`config.mk`:
```
export PLATFORM = sky130hd
export DESIGN_NAME = lmss_fbuf
export DESIGN_NICKNAME = d
export VERILOG_FILES = /design/src/lmss_pkg.sv /design/src/lmss_fbuf.sv
export SDC_FILE = /design/constraint.sdc
export NUM_CORES = 1
export LEC_CHECK = 0
export BUFFER_PORTS_ARGS = -buffer_cell sky130_fd_sc_hd__buf_2
export CAP_MARGIN = 30
export CORE_MARGIN = 2
export CORE_UTILIZATION = 35
export DETAILED_ROUTE_END_ITERATION = 8
export GPL_ROUTABILITY_DRIVEN = 0
export PLACE_DENSITY_LB_ADDON = 0.15
export SETUP_SLACK_MARGIN = 0.05
export SYNTH_ARGS = -nofsm -noshare
export SYNTH_HDL_FRONTEND = slang
export SYNTH_SLANG_ARGS = --single-unit
export TNS_END_PERCENT = 5
```
`constraint.sdc`:
```
create_clock -name clk_i -period 2.7 [get_ports clk_i]
set_input_delay 0.135 -clock clk_i [delete_from_list [all_inputs] [get_ports clk_i]]
set_output_delay 0.135 -clock clk_i [all_outputs]
set_load 0.005 [all_outputs]
```
`src/lmss_pkg.sv`:
```
package lmss_pkg;

  // sizes of the display, defaults for the top level
  localparam int VISIBLE_COLS_DEF = 32;
  localparam int BUFFER_COLS_DEF  = 128;
  localparam int NUM_ROWS         = 8;

  // font and row select framing
  localparam int GLYPH_WIDTH = 6;
  localparam int GLYPH_BITS  = GLYPH_WIDTH * 8;
  localparam int SELECT_BITS = 8;
  localparam int ROW_W       = 3;

  // register file
  localparam int CFG_IDX_W  = 2;
  localparam int CFG_DATA_W = 16;
  localparam int TIMER_W    = 16;
  localparam int LEN_W      = 8;

  localparam logic [TIMER_W-1:0] SCAN_PERIOD_RST   = 16'd2;
  localparam logic [TIMER_W-1:0] SCROLL_PERIOD_RST = 16'd100;
  localparam logic [LEN_W-1:0]   SCROLL_LENGTH_RST = 8'd128;

  typedef enum logic [CFG_IDX_W-1:0] {
    CFG_SCAN_PERIOD   = 2'd0,
    CFG_SCROLL_PERIOD = 2'd1,
    CFG_SCROLL_LENGTH = 2'd2
  } cfg_reg_e;

  // command codes
  localparam logic CMD_TICK = 1'b0;
  localparam logic CMD_CHAR = 1'b1;

  typedef struct packed {
    logic       command;
    logic [7:0] char_code;
    logic       first_of_message;
  } cmd_in_t;

  typedef struct packed {
    logic serial_bit;
    logic latch_strobe;
  } res_out_t;

  // framebuffer port controls
  typedef struct packed {
    logic rd_en;
    logic wr_en;
    logic clr;
  } fb_ctrl_t;

  // 5x7 font, first column in the top byte, blank outside codes 32 to 125
  function automatic logic [GLYPH_BITS-1:0] font_glyph(input logic [7:0] code);
    logic [GLYPH_BITS-1:0] g;
    case (code)
      8'd32:  g = 48'h000000000000;
      8'd33:  g = 48'h00005F000000;
      8'd34:  g = 48'h000700070000;
      8'd35:  g = 48'h147F147F1400;
      8'd36:  g = 48'h242A7F2A1200;
      8'd37:  g = 48'h231308646200;
      8'd38:  g = 48'h364955225000;
      8'd39:  g = 48'h000503000000;
      8'd40:  g = 48'h001C22410000;
      8'd41:  g = 48'h0041221C0000;
      8'd42:  g = 48'h14083E081400;
      8'd43:  g = 48'h08083E080800;
      8'd44:  g = 48'h005030000000;
      8'd45:  g = 48'h080808080800;
      8'd46:  g = 48'h006060000000;
      8'd47:  g = 48'h201008040200;
      8'd48:  g = 48'h3E4141413E00;
      8'd49:  g = 48'h00427F400000;
      8'd50:  g = 48'h426151494600;
      8'd51:  g = 48'h2141454B3100;
      8'd52:  g = 48'h1814127F1000;
      8'd53:  g = 48'h274545453900;
      8'd54:  g = 48'h3C4A49493000;
      8'd55:  g = 48'h017109050300;
      8'd56:  g = 48'h364949493600;
      8'd57:  g = 48'h064949291E00;
      8'd58:  g = 48'h003636000000;
      8'd59:  g = 48'h005636000000;
      8'd60:  g = 48'h081422410000;
      8'd61:  g = 48'h141414141400;
      8'd62:  g = 48'h004122140800;
      8'd63:  g = 48'h020151090600;
      8'd64:  g = 48'h324979413E00;
      8'd65:  g = 48'h7E0909097E00;
      8'd66:  g = 48'h7F4949493600;
      8'd67:  g = 48'h3E4141412200;
      8'd68:  g = 48'h7F4141221C00;
      8'd69:  g = 48'h7F4949494100;
      8'd70:  g = 48'h7F0909090100;
      8'd71:  g = 48'h3E4149497A00;
      8'd72:  g = 48'h7F0808087F00;
      8'd73:  g = 48'h41417F414100;
      8'd74:  g = 48'h204040403F00;
      8'd75:  g = 48'h7F0814224100;
      8'd76:  g = 48'h7F4040404000;
      8'd77:  g = 48'h7F020C027F00;
      8'd78:  g = 48'h7F0408107F00;
      8'd79:  g = 48'h3E4141413E00;
      8'd80:  g = 48'h7F0909090600;
      8'd81:  g = 48'h3E4151215E00;
      8'd82:  g = 48'h7F0919294600;
      8'd83:  g = 48'h464949493100;
      8'd84:  g = 48'h01017F010100;
      8'd85:  g = 48'h3F4040403F00;
      8'd86:  g = 48'h1F2040201F00;
      8'd87:  g = 48'h3F4038403F00;
      8'd88:  g = 48'h631408146300;
      8'd89:  g = 48'h070870080700;
      8'd90:  g = 48'h615149454300;
      8'd91:  g = 48'h007F41410000;
      8'd92:  g = 48'h020408102000;
      8'd93:  g = 48'h0041417F0000;
      8'd94:  g = 48'h040201020400;
      8'd95:  g = 48'h404040404000;
      8'd96:  g = 48'h000102040000;
      8'd97:  g = 48'h205454547800;
      8'd98:  g = 48'h7F4844443800;
      8'd99:  g = 48'h384444440000;
      8'd100: g = 48'h384444447F00;
      8'd101: g = 48'h385454541800;
      8'd102: g = 48'h087E09010200;
      8'd103: g = 48'h081454543C00;
      8'd104: g = 48'h7F0804047800;
      8'd105: g = 48'h00447D400000;
      8'd106: g = 48'h2040443D0000;
      8'd107: g = 48'h007F10284400;
      8'd108: g = 48'h00417F400000;
      8'd109: g = 48'h7C0418047800;
      8'd110: g = 48'h7C0804047800;
      8'd111: g = 48'h384444443800;
      8'd112: g = 48'h7C1414140800;
      8'd113: g = 48'h081414187C00;
      8'd114: g = 48'h7C0804040800;
      8'd115: g = 48'h485454542000;
      8'd116: g = 48'h043F44402000;
      8'd117: g = 48'h3C4040207C00;
      8'd118: g = 48'h1C2040201C00;
      8'd119: g = 48'h3C4030403C00;
      8'd120: g = 48'h442810284400;
      8'd121: g = 48'h0C5050503C00;
      8'd122: g = 48'h4464544C4400;
      8'd123: g = 48'h000836410000;
      8'd124: g = 48'h00007F000000;
      8'd125: g = 48'h004136080000;
      default: g = '0;
    endcase
    return g;
  endfunction

endpackage

```
`src/lmss_fbuf.sv`:
```
module lmss_fbuf import lmss_pkg::*; #(
  parameter int DEPTH = BUFFER_COLS_DEF
) (
  input  logic                     clk_i,
  input  logic                     rst_ni,
  input  fb_ctrl_t                 ctrl_i,
  input  logic [$clog2(DEPTH)-1:0] rd_addr_i,
  input  logic [$clog2(DEPTH)-1:0] wr_addr_i,
  input  logic [7:0]               wr_data_i,
  output logic [7:0]               rd_data_o
);

  logic [7:0]       fb_mem_q [DEPTH];
  logic [DEPTH-1:0] valid_q;
  logic [7:0]       rd_data_q;
  logic             rd_valid_q;

  // per-column valid bits stand in for clearing the array
  always_ff @(posedge clk_i or negedge rst_ni) begin
    if (!rst_ni) begin
      valid_q    <= '0;
      rd_valid_q <= 1'b0;
    end else begin
      if (ctrl_i.clr) begin
        valid_q <= '0;
      end else if (ctrl_i.wr_en) begin
        valid_q[wr_addr_i] <= 1'b1;
      end
      if (ctrl_i.rd_en) begin
        rd_valid_q <= valid_q[rd_addr_i];
      end
    end
  end

  always_ff @(posedge clk_i) begin
    if (ctrl_i.wr_en) begin
      fb_mem_q[wr_addr_i] <= wr_data_i;
    end
    if (ctrl_i.rd_en) begin
      rd_data_q <= fb_mem_q[rd_addr_i];
    end
  end

  // never written columns read as blank
  assign rd_data_o = rd_valid_q ? rd_data_q : '0;

endmodule

```
# After elaboration in Yosys (flattened, before gate mapping)
# Memories as Yosys holds them, arrays and structs flattened. A register that Yosys moved wholly into a read port is not among the register bits.
# Index checks and enable logic that the tools add are counted.
dict set report classes {
  addsub 0
  shift 0
  bitwise 1
  muxes 9
  n_eq_ne 0
  n_reduce_logical 2
  mul 0
  div 0
  order_cmp 3
}
# cell count
set op_table {}
lappend op_table {{$mux W128} 2}
lappend op_table {{$or A128 B128 Y128} 1}
lappend op_table {{$lt A7 B8 Y1 const B} 2}
lappend op_table {{$mux W8} 1}
lappend op_table {{$bmux W1 S7} 1}
lappend op_table {{$demux W1 S7} 1}
lappend op_table {{$ge A7 B1 Y1 const B} 1}
lappend op_table {{$mux W1} 4}
lappend op_table {{$reduce_bool A2 Y1} 1}
lappend op_table {{$logic_and A1 B1 Y1} 1}
dict set report word_totals {
  regBits 129
  ram_bits 1024
  wordCells 18
  latch_bits 0
  mem_count 1
  inputBits 27
  output_inout_bits 8
  romBits 0
}
# name depth width rd rd_clocked_by_memory_dff write_ports line_no
set mem_list {}
lappend mem_list {fb_mem_q 128 8 1 1 1 lmss_fbuf.sv:13} ;# logic [7:0] fb_mem_q [DEPTH];

# Logic depth before layout (Yosys ltp)
# Gate-level depths: netlist of run 1.
dict set report logic_depth {
  word_depth 7
  ltp_mapped 12
  depth_no_buf 6
}

# Worst setup path after synthesis of run 1
# No wires, ideal clock.
dict set report synth_timing {
  path_kind {input-to-reg}
  startpoint {input port rd_addr_i[1]}
  endpoint {register rd_data_q[0], read port of fb_mem_q (data pin)}
  required_ps 2435
  path_slack_ps 122
  n_path_buf 5
  stages 9
  setup_time_ps 265
  arrival_time_ps 2313
  cell_sequence {buf_2 buf_4 buf_4 clkbuf_1 buf_1 mux4_2 mux4_2 a22oi_1 a21oi_1}
}
# element line_no
set synth_lines {}
lappend synth_lines {{start, declared} lmss_fbuf.sv:7} ;# input logic [$clog2(DEPTH)-1:0] rd_addr_i,
lappend synth_lines {{end, declared} lmss_fbuf.sv:15} ;# logic [7:0] rd_data_q;

==> impl_metrics.xml, run 1 <==
<?xml version="1.0" encoding="UTF-8"?>
<metrics>
  <group name="outcome">
    <metric name="outcome" unit="">finished, final reports clean</metric>
  </group>
  <group name="critical_path">
    <metric name="cp-end-kind" unit="">flip-flop</metric>
    <metric name="worstPathArrival" unit="ns">3.01</metric>
    <metric name="worst_r2r_startpoint" unit="">fb_mem_q[32][0]$_DFFE_PP_</metric>
    <metric name="crit_path_frequent_cell" unit="">mux4_2</metric>
    <metric name="cp_cell_sequence" unit="">mux4_2 &gt; mux4_2 &gt; mux4_2 &gt; nor2b_2 &gt; buf_4 &gt; a21oi_1</metric>
    <metric name="critical-path-slowest-cell" unit="">mux4_2</metric>
    <metric name="reg2reg_end" unit="">rd_data_q[0]$_DFFE_PP_</metric>
    <metric name="path_class" unit="">flip-flop to flip-flop</metric>
    <metric name="rrSetupSlack" unit="ns">0.16</metric>
    <metric name="path_max_fanout" unit="">1</metric>
    <metric name="crit_path_max_incr_delay" unit="ns">0.57</metric>
    <metric name="crit_required" unit="ns">3.16</metric>
    <metric name="timing.reg2reg.worst_path_depth" unit="">6</metric>
    <metric name="crit_path_start_kind" unit="">flip-flop</metric>
  </group>
  <group name="drt">
    <metric name="wl_per_cell" unit="µm">27.68</metric>
    <metric name="drt_pre_antenna_iters" unit="">5</metric>
    <metric name="drtAntennaViolNets" unit="">0</metric>
    <metric name="route.detailed.drc" unit="">0</metric>
    <metric name="routed_wirelength" unit="µm">119600</metric>
    <metric name="avgViaCountPerCell" unit="">5.207</metric>
    <metric name="vias" unit="">22496</metric>
    <metric name="dr.first_iter.drc_count" unit="">2210</metric>
  </group>
  <group name="grt">
    <metric name="routing_usage_on_met1" unit="%">26.00</metric>
    <metric name="grt_start_max_net_pins" unit="">89</metric>
    <metric name="grt_pass1_wl" unit="µm">172400</metric>
    <metric name="gr-usage-met3" unit="%">2.755</metric>
    <metric name="grt_use_total" unit="%">18.23</metric>
    <metric name="grt_use_met2" unit="%">29.06</metric>
    <metric name="top_usage_layer" unit="">met2</metric>
    <metric name="grt-ovfl-total" unit="">0</metric>
    <metric name="number_of_global_route_vias_before_repair" unit="">23311</metric>
    <metric name="antenna_found_initial" unit="">8</metric>
  </group>
  <group name="cts">
    <metric name="clock-sinks" unit="">1161</metric>
    <metric name="cts-buffers-inserted" unit="">119</metric>
    <metric name="cts.root.buffer_cell" unit="">clkbuf_16</metric>
    <metric name="post-cts-setup-buffers" unit="">0</metric>
    <metric name="clock_tree.htree_level_count" unit="">3</metric>
    <metric name="clk_pin_slew" unit="ns">0.06</metric>
    <metric name="cts.path.max_buffers" unit="">3</metric>
    <metric name="clock_latency" unit="ns">0.71</metric>
    <metric name="tritoncts" unit="">built</metric>
  </group>
  <group name="logic_synthesis">
    <metric name="synth_area_leaders" unit="">edfxtp_1 68%, mux4_2 17%, dfrtp_1 7.1%</metric>
    <metric name="syn_nets" unit="">2202</metric>
    <metric name="synthArstFlopShare" unit="%">11.11</metric>
    <metric name="post_synth_inst_count" unit="">2175</metric>
    <metric name="synth.top_cell.area_share" unit="%">68.41</metric>
    <metric name="synth.top_cells.by_count" unit="">1,032 x edfxtp_1, 386 x nor2_1, 349 x mux4_2</metric>
    <metric name="syn-mean-instance-area" unit="µm²">20.83</metric>
    <metric name="ys_seq_elements" unit="">1161</metric>
    <metric name="ys_seq_area_share" unit="%">75.54</metric>
    <metric name="synth_flop_cell" unit="">edfxtp_1</metric>
    <metric name="synth-edff-count" unit="">1032</metric>
    <metric name="post_synth_num_cell_types" unit="">39</metric>
    <metric name="synth_area" unit="mm²">0.04530</metric>
    <metric name="post-synth-top-count-cell" unit="">edfxtp_1</metric>
    <metric name="synth_area_leader_cell" unit="">edfxtp_1</metric>
    <metric name="synth.yosys.warnings" unit="">0</metric>
  </group>
  <group name="timing">
    <metric name="clock_skew" unit="ns">0.01931</metric>
    <metric name="worst_pin_slew" unit="ns">0.7419</metric>
    <metric name="fmaxAchievable" unit="MHz">392.9</metric>
    <metric name="timing.final.ws_setup" unit="ns">0.1551</metric>
    <metric name="setup_viol" unit="">0</metric>
    <metric name="min_period_over_period" unit="%">94.25</metric>
    <metric name="tightest_hold_margin" unit="ns">0.1157</metric>
    <metric name="timing.final.crit_period" unit="ns">2.545</metric>
    <metric name="rsz0062_at_grt" unit="">false</metric>
    <metric name="timing_max_transition_violations_final" unit="">0</metric>
    <metric name="relSlewSlack" unit="%">50.54</metric>
    <metric name="finalHoldViolCount" unit="">0</metric>
  </group>
  <group name="floorplan">
    <metric name="floorplan.die.height" unit="µm">363.8</metric>
    <metric name="std_cell_rows" unit="">131</metric>
    <metric name="start_util" unit="%">35.39</metric>
    <metric name="io_count" unit="">35</metric>
    <metric name="die_extent_in_x" unit="µm">363.8</metric>
    <metric name="design.die.area" unit="mm²">0.1323</metric>
    <metric name="core" unit="mm²">0.1280</metric>
  </group>
  <group name="hold_path">
    <metric name="worst_hold_path_type" unit="">primary input to flip-flop</metric>
    <metric name="worstHoldStart" unit="">wr_addr_i[2]</metric>
    <metric name="min_delay_path_depth" unit="">6</metric>
    <metric name="worstHoldEndpoint" unit="">valid_q[82]$_DFFE_PN0P_</metric>
  </group>
  <group name="final_layout">
    <metric name="ff_latch_area" unit="mm²">0.03422</metric>
    <metric name="area.growth.synth_to_final" unit="%">18.52</metric>
    <metric name="multi_input_gate_area" unit="mm²">0.01046</metric>
    <metric name="layout.nets" unit="">2508</metric>
    <metric name="layout.filler_cells" unit="">11152</metric>
    <metric name="layout_cell_share_with_drive_strength_beyond_1" unit="%">32.08</metric>
  </group>
  <group name="pwr">
    <metric name="ir_worst_vdd" unit="V">0.0005432</metric>
    <metric name="leakage" unit="nW">17.83</metric>
    <metric name="power_density" unit="mW/mm²">718.9</metric>
  </group>
  <group name="placed_design">
    <metric name="place.port_buffers" unit="">34</metric>
    <metric name="dp_worst_slack" unit="ns">-0.3968</metric>
    <metric name="place.detailed.hpwl" unit="µm">77550</metric>
  </group>
  <group name="run">
    <metric name="cap_violations" unit="">0</metric>
  </group>
</metrics>
## cell families (layout without fill, tap and decap cells)
family | count (synthesis) | after routing | synth area share (%)
and+or+nand+nor | 460 | 460 | 4.146
other | 0 | 4 | 0
buffers and inverters | 120 | 532 | 1.376
AOI/OAI and AO/OA | 53 | 53 | 0.8701
muxes | 381 | 381 | 18.07
DFF | 1161 | 1161 | 75.54
## flip-flops by register name (all words and copies together) (netlist names)
| signal | cells |
|---|---|
| rd_valid_q | 1 |
| fb_mem_q | 1024 |
| rd_data_q | 8 |
| valid_q | 128 |
## worst max-delay path: cells and delay by family, from the launching register on
kind,cells,cell delay (ns)
buf+inv,1,0.13
compound gates,1,0.03
flops,1,0.37
mux,3,1.58
simple gates,1,0.20
## where the power goes
group          internal, W  switching, W  total [W]
combinational     0.000857       0.00121    0.00206
clock              0.00996       0.00690     0.0169
sequential          0.0196     0.0000296     0.0197
## placed cells by master (no fill, tap or decap), types with 2 or more instances in the layout
cell	n
or3_1	2
nand4_1	5
o22ai_1	7
a311oi_1	8
dfrtp_1	129
nor2b_1	16
nand3_1	11
o221ai_1	6
nand3b_1	4
bufinv_16	16
clkbuf_16	123
clkinvlp_4	8
a21oi_1	8
mux4_2	349
clkinv_2	24
a211oi_1	4
dlygate4sd3_1	14
inv_6	3
diode_2	4
edfxtp_1	1032
clkbuf_1	37
o21ba_2	3
buf_12	40
nand2b_1	3
a31oi_1	2
nand2_1	14
mux2i_1	28
a22oi_1	9
clkinv_1	12
inv_1	2
buf_4	225
and2_1	9
nor2_1	386
buf_16	2
clkbuf_8	3
buf_8	2
buf_2	19
or2_2	5
mux2_2	4
## repair_timing
item                       CTS  global route
hold endpoints to repair   345            43
gates resized for setup      1             0
setup endpoints to repair    1             0
hold buffers                12             2
## metal layers
| metal | vias up | routed length, µm |
|---|---|---|
| li1 | 9470 | - |
| met1 | 12258 | 52770 |
| met2 | 595 | 57150 |
| met3 | 169 | 6591 |
| met4 | 4 | 3040 |
| met5 | - | 27 |
## layout make-up
class / count / area share, %
tap: 1729 / 4.030
inverter: 2 / 0.01398
antenna: 4 / 0.01864
sequential: 1161 / 63.74
clock inverter: 64 / 1.394
clock buffer: 163 / 6.069
timing repair buffer: 303 / 5.255
multi-input combinational: 894 / 19.48
## worst max path at each step
stage                              start                      to  slack (ns)
2_1_floorplan               rd_addr_i[1]  rd_data_q[0]$_DFFE_PP_        0.12
3_3_place_gp                rd_addr_i[0]  rd_data_q[2]$_DFFE_PP_       -0.42
3_5_place_dp                rd_addr_i[0]  rd_data_q[2]$_DFFE_PP_       -0.40
4_1_cts        fb_mem_q[32][0]$_DFFE_PP_  rd_data_q[0]$_DFFE_PP_        0.10
5_1_grt        fb_mem_q[35][0]$_DFFE_PP_  rd_data_q[0]$_DFFE_PP_        0.11
6_report       fb_mem_q[32][0]$_DFFE_PP_  rd_data_q[0]$_DFFE_PP_        0.16
## through the flow
step                setup TNS (ns)  utilization, %  cells  total power [W]  instance area (µm²)
floorplan                        0               -   2175          0.02106                45300
detailed placement          -1.565           38.65   4073          0.02214                49470
global placement            -1.619           38.65   4073          0.02211                49470
CTS                              0           41.87   4312          0.03903                53600
global route                     0           41.93   4316          0.03981                53680
finish                           0           41.94   4320          0.03860                53690
(Power assumes the default switching activity.)
==> run 2: changes to the inputs <==
--- a/config.mk
+++ b/config.mk
@@ -12,6 +12,7 @@
 export DETAILED_ROUTE_END_ITERATION = 8
 export GPL_ROUTABILITY_DRIVEN = 0
 export PLACE_DENSITY_LB_ADDON = 0.15
+export REMOVE_ABC_BUFFERS = 1
 export SETUP_SLACK_MARGIN = 0.05
 export SYNTH_ARGS = -nofsm -noshare
 export SYNTH_HDL_FRONTEND = slang
==> constraint.sdc (replaced) <==
create_clock -name clk_i -period 2.79 [get_ports clk_i]
set_input_delay 0.1395 -clock clk_i [delete_from_list [all_inputs] [get_ports clk_i]]
set_output_delay 0.1395 -clock clk_i [all_outputs]
set_load 0.005 [all_outputs]
==> impl_metrics.xml, run 2 (synthesized netlist as in run 1, its figures left out) <==
<?xml version="1.0" encoding="UTF-8"?>
<metrics>
  <group name="floorplan">
    <metric name="floorplan.die.height" unit="µm">363.8</metric>
    <metric name="io_count" unit="">35</metric>
    <metric name="start_util" unit="%">35.39</metric>
    <metric name="die_extent_in_x" unit="µm">363.8</metric>
    <metric name="design.die.area" unit="mm²">0.1323</metric>
    <metric name="core" unit="mm²">0.1280</metric>
    <metric name="std_cell_rows" unit="">131</metric>
  </group>
  <group name="pwr">
    <metric name="ir_worst_vdd" unit="V">0.0004669</metric>
    <metric name="report.power.total" unit="W">0.03757</metric>
    <metric name="power_density" unit="mW/mm²">700.6</metric>
    <metric name="leakage" unit="nW">17.80</metric>
  </group>
  <group name="final_layout">
    <metric name="largest_register_ff_count" unit="">1024</metric>
    <metric name="multi_input_gate_area" unit="mm²">0.01046</metric>
    <metric name="ff_latch_area" unit="mm²">0.03422</metric>
    <metric name="largest_registers" unit="">fb_mem_q x1024, valid_q x128, rd_data_q x8</metric>
    <metric name="layout_cell_share_with_drive_strength_beyond_1" unit="%">31.51</metric>
    <metric name="final_cell_mix" unit="">1,032 x edfxtp_1, 386 x nor2_1, 349 x mux4_2</metric>
    <metric name="stdcell_count" unit="">4314</metric>
    <metric name="top_register_by_number_of_flip_flops" unit="">fb_mem_q</metric>
    <metric name="area.growth.synth_to_final" unit="%">18.37</metric>
    <metric name="layout.nets" unit="">2502</metric>
    <metric name="most_common_cell_after_layout_fill_and_taps_aside" unit="">edfxtp_1</metric>
    <metric name="layout.filler_cells" unit="">11164</metric>
  </group>
  <group name="critical_path">
    <metric name="crit_path_start_kind" unit="">flip-flop</metric>
    <metric name="path_class" unit="">flip-flop to flip-flop</metric>
    <metric name="critical-path-slowest-cell" unit="">a311oi_1</metric>
    <metric name="crit_path_frequent_cell" unit="">mux4_2</metric>
    <metric name="path_max_fanout" unit="">1</metric>
    <metric name="worstPathArrival" unit="ns">3.04</metric>
    <metric name="crit_required" unit="ns">3.23</metric>
    <metric name="crit_path_max_incr_delay" unit="ns">0.71</metric>
    <metric name="cp_cell_sequence" unit="">mux4_2 &gt; mux4_2 &gt; a311oi_1 &gt; a21oi_1</metric>
    <metric name="cp-end-kind" unit="">flip-flop</metric>
  </group>
  <group name="timing">
    <metric name="timing.final.crit_period" unit="ns">2.600</metric>
    <metric name="rsz0062_at_grt" unit="">false</metric>
    <metric name="fmaxAchievable" unit="MHz">384.6</metric>
    <metric name="timing_max_transition_violations_final" unit="">0</metric>
    <metric name="worst_pin_slew" unit="ns">0.8784</metric>
    <metric name="clock_skew" unit="ns">0.02630</metric>
    <metric name="finalHoldViolCount" unit="">1</metric>
    <metric name="min_period_over_period" unit="%">93.21</metric>
    <metric name="setup_viol" unit="">0</metric>
    <metric name="tightest_hold_margin" unit="ns">-0.0003345</metric>
    <metric name="relSlewSlack" unit="%">41.44</metric>
  </group>
  <group name="cts">
    <metric name="cts-buffers-inserted" unit="">130</metric>
    <metric name="tritoncts" unit="">built</metric>
    <metric name="clock_tree.htree_level_count" unit="">4</metric>
    <metric name="clk_pin_slew" unit="ns">0.06</metric>
    <metric name="cts.root.buffer_cell" unit="">clkbuf_16</metric>
    <metric name="post_cts_resized" unit="">0</metric>
    <metric name="clock-sinks" unit="">1161</metric>
    <metric name="cts.path.max_buffers" unit="">3</metric>
    <metric name="clock_latency" unit="ns">0.75</metric>
  </group>
  <group name="drt">
    <metric name="vias" unit="">22348</metric>
    <metric name="avgViaCountPerCell" unit="">5.180</metric>
    <metric name="drt_pre_antenna_iters" unit="">5</metric>
    <metric name="drtAntennaViolNets" unit="">0</metric>
    <metric name="routed_wirelength" unit="µm">120700</metric>
    <metric name="dr.first_iter.drc_count" unit="">2073</metric>
    <metric name="route.detailed.drc" unit="">0</metric>
    <metric name="wl_per_cell" unit="µm">27.98</metric>
  </group>
  <group name="placed_design">
    <metric name="place.port_buffers" unit="">34</metric>
    <metric name="post-place-cells" unit="">4057</metric>
    <metric name="place.detailed.hpwl" unit="µm">77770</metric>
  </group>
  <group name="grt">
    <metric name="grt-ovfl-total" unit="">0</metric>
    <metric name="grt_pass1_wl" unit="µm">175200</metric>
    <metric name="grt_start_max_net_pins" unit="">89</metric>
    <metric name="antenna_found_initial" unit="">10</metric>
    <metric name="number_of_global_route_vias_before_repair" unit="">23334</metric>
    <metric name="grt_use_total" unit="%">18.67</metric>
  </group>
  <group name="outcome">
    <metric name="outcome" unit="">finished, violations left</metric>
    <metric name="violated_checks" unit="">hold timing</metric>
  </group>
  <group name="run">
    <metric name="cap_violations" unit="">0</metric>
  </group>
  <group name="hold_path">
    <metric name="worst_hold_path_type" unit="">primary input to flip-flop</metric>
  </group>
</metrics>
[run 2: changes by cell type in the layout (fill, tap and decap cells not counted), moves of 7 or more]
cell        delta
clkinvlp_4     -7
buf_4         -14
clkinv_1      +10
clkinv_2       -7
clkbuf_16     +10
bufinv_16      -9
[run 2: report_power, final]
group	total, W	internal, W	switching, W
combinational	0.00198	0.000802	0.00118
clock	0.0165	0.00969	0.00685
sequential	0.0191	0.0190	0.0000338
total	0.0376	0.0295	0.00806
[run 2: final timing paths]
kind / startpoint / endpoint / slack [ns] / cells after the start
worst max-delay path: fb_mem_q[75][0]$_DFFE_PP_ / rd_data_q[0]$_DFFE_PP_ / 0.19 / 4
worst min-delay path: wr_data_i[6] / fb_mem_q[58][6]$_DFFE_PP_ / -0.0003 / 1
worst max register to register: fb_mem_q[75][0]$_DFFE_PP_ / rd_data_q[0]$_DFFE_PP_ / 0.19 / 4
worst min register to register: valid_q[72]$_DFFE_PN0P_ / valid_q[72]$_DFFE_PN0P_ / 0.49 / 2
max in group asynchronous: rst_ni / valid_q[10]$_DFFE_PN0P_ / 2.44 / 3
min in group asynchronous: rst_ni / valid_q[62]$_DFFE_PN0P_ / 0.04 / 3
[run 2: final cells by class]
cell class | count | area share [%]
antenna | 5 | 0.02333
clock buffer | 178 | 6.690
clock inverter | 59 | 1.010
inverter | 2 | 0.01400
multi-input combinational | 894 | 19.50
sequential | 1161 | 63.81
tap | 1729 | 4.034
timing repair buffer | 286 | 4.912
[run 2: timing repair]
item	in CTS	in global routing
hold endpoints to repair	369	0
endpoints found under the setup margin	0	0
hold buffers	15	0
setup buffers	0	0
[run 2: per-stage QoR]
| stage | setup slack (ns) | TNS (ns) | cell area [µm²] | util [%] |
|---|---|---|---|---|
| global placement | -0.2681 | -0.8629 | 49310 | 38.52 |
| finish | 0.1896 | 0 | 53620 | 41.89 |
| CTS | 0.2369 | 0 | 53610 | 41.88 |
| global route | 0.2128 | 0 | 53610 | 41.88 |
| floorplan | 0.6803 | 0 | 44680 | - |
| detailed placement | -0.2035 | -0.8789 | 49310 | 38.52 |
[run 2: layer usage]
layer	track usage, %	vias to the layer above	part of all wire, %
met1	25.83	12098	44
met2	29.80	633	48
met5	0	-	0.057
met3	4.290	159	6.3
met4	4.963	10	2.0
li1	-	9448	-
[run 2: critical path, delay by kind of cell, from the launching register on]
family	cells	cell delay (ns)
DFF	1	0.37
AOI/OAI and AO/OA	2	0.84
muxes	2	1.08
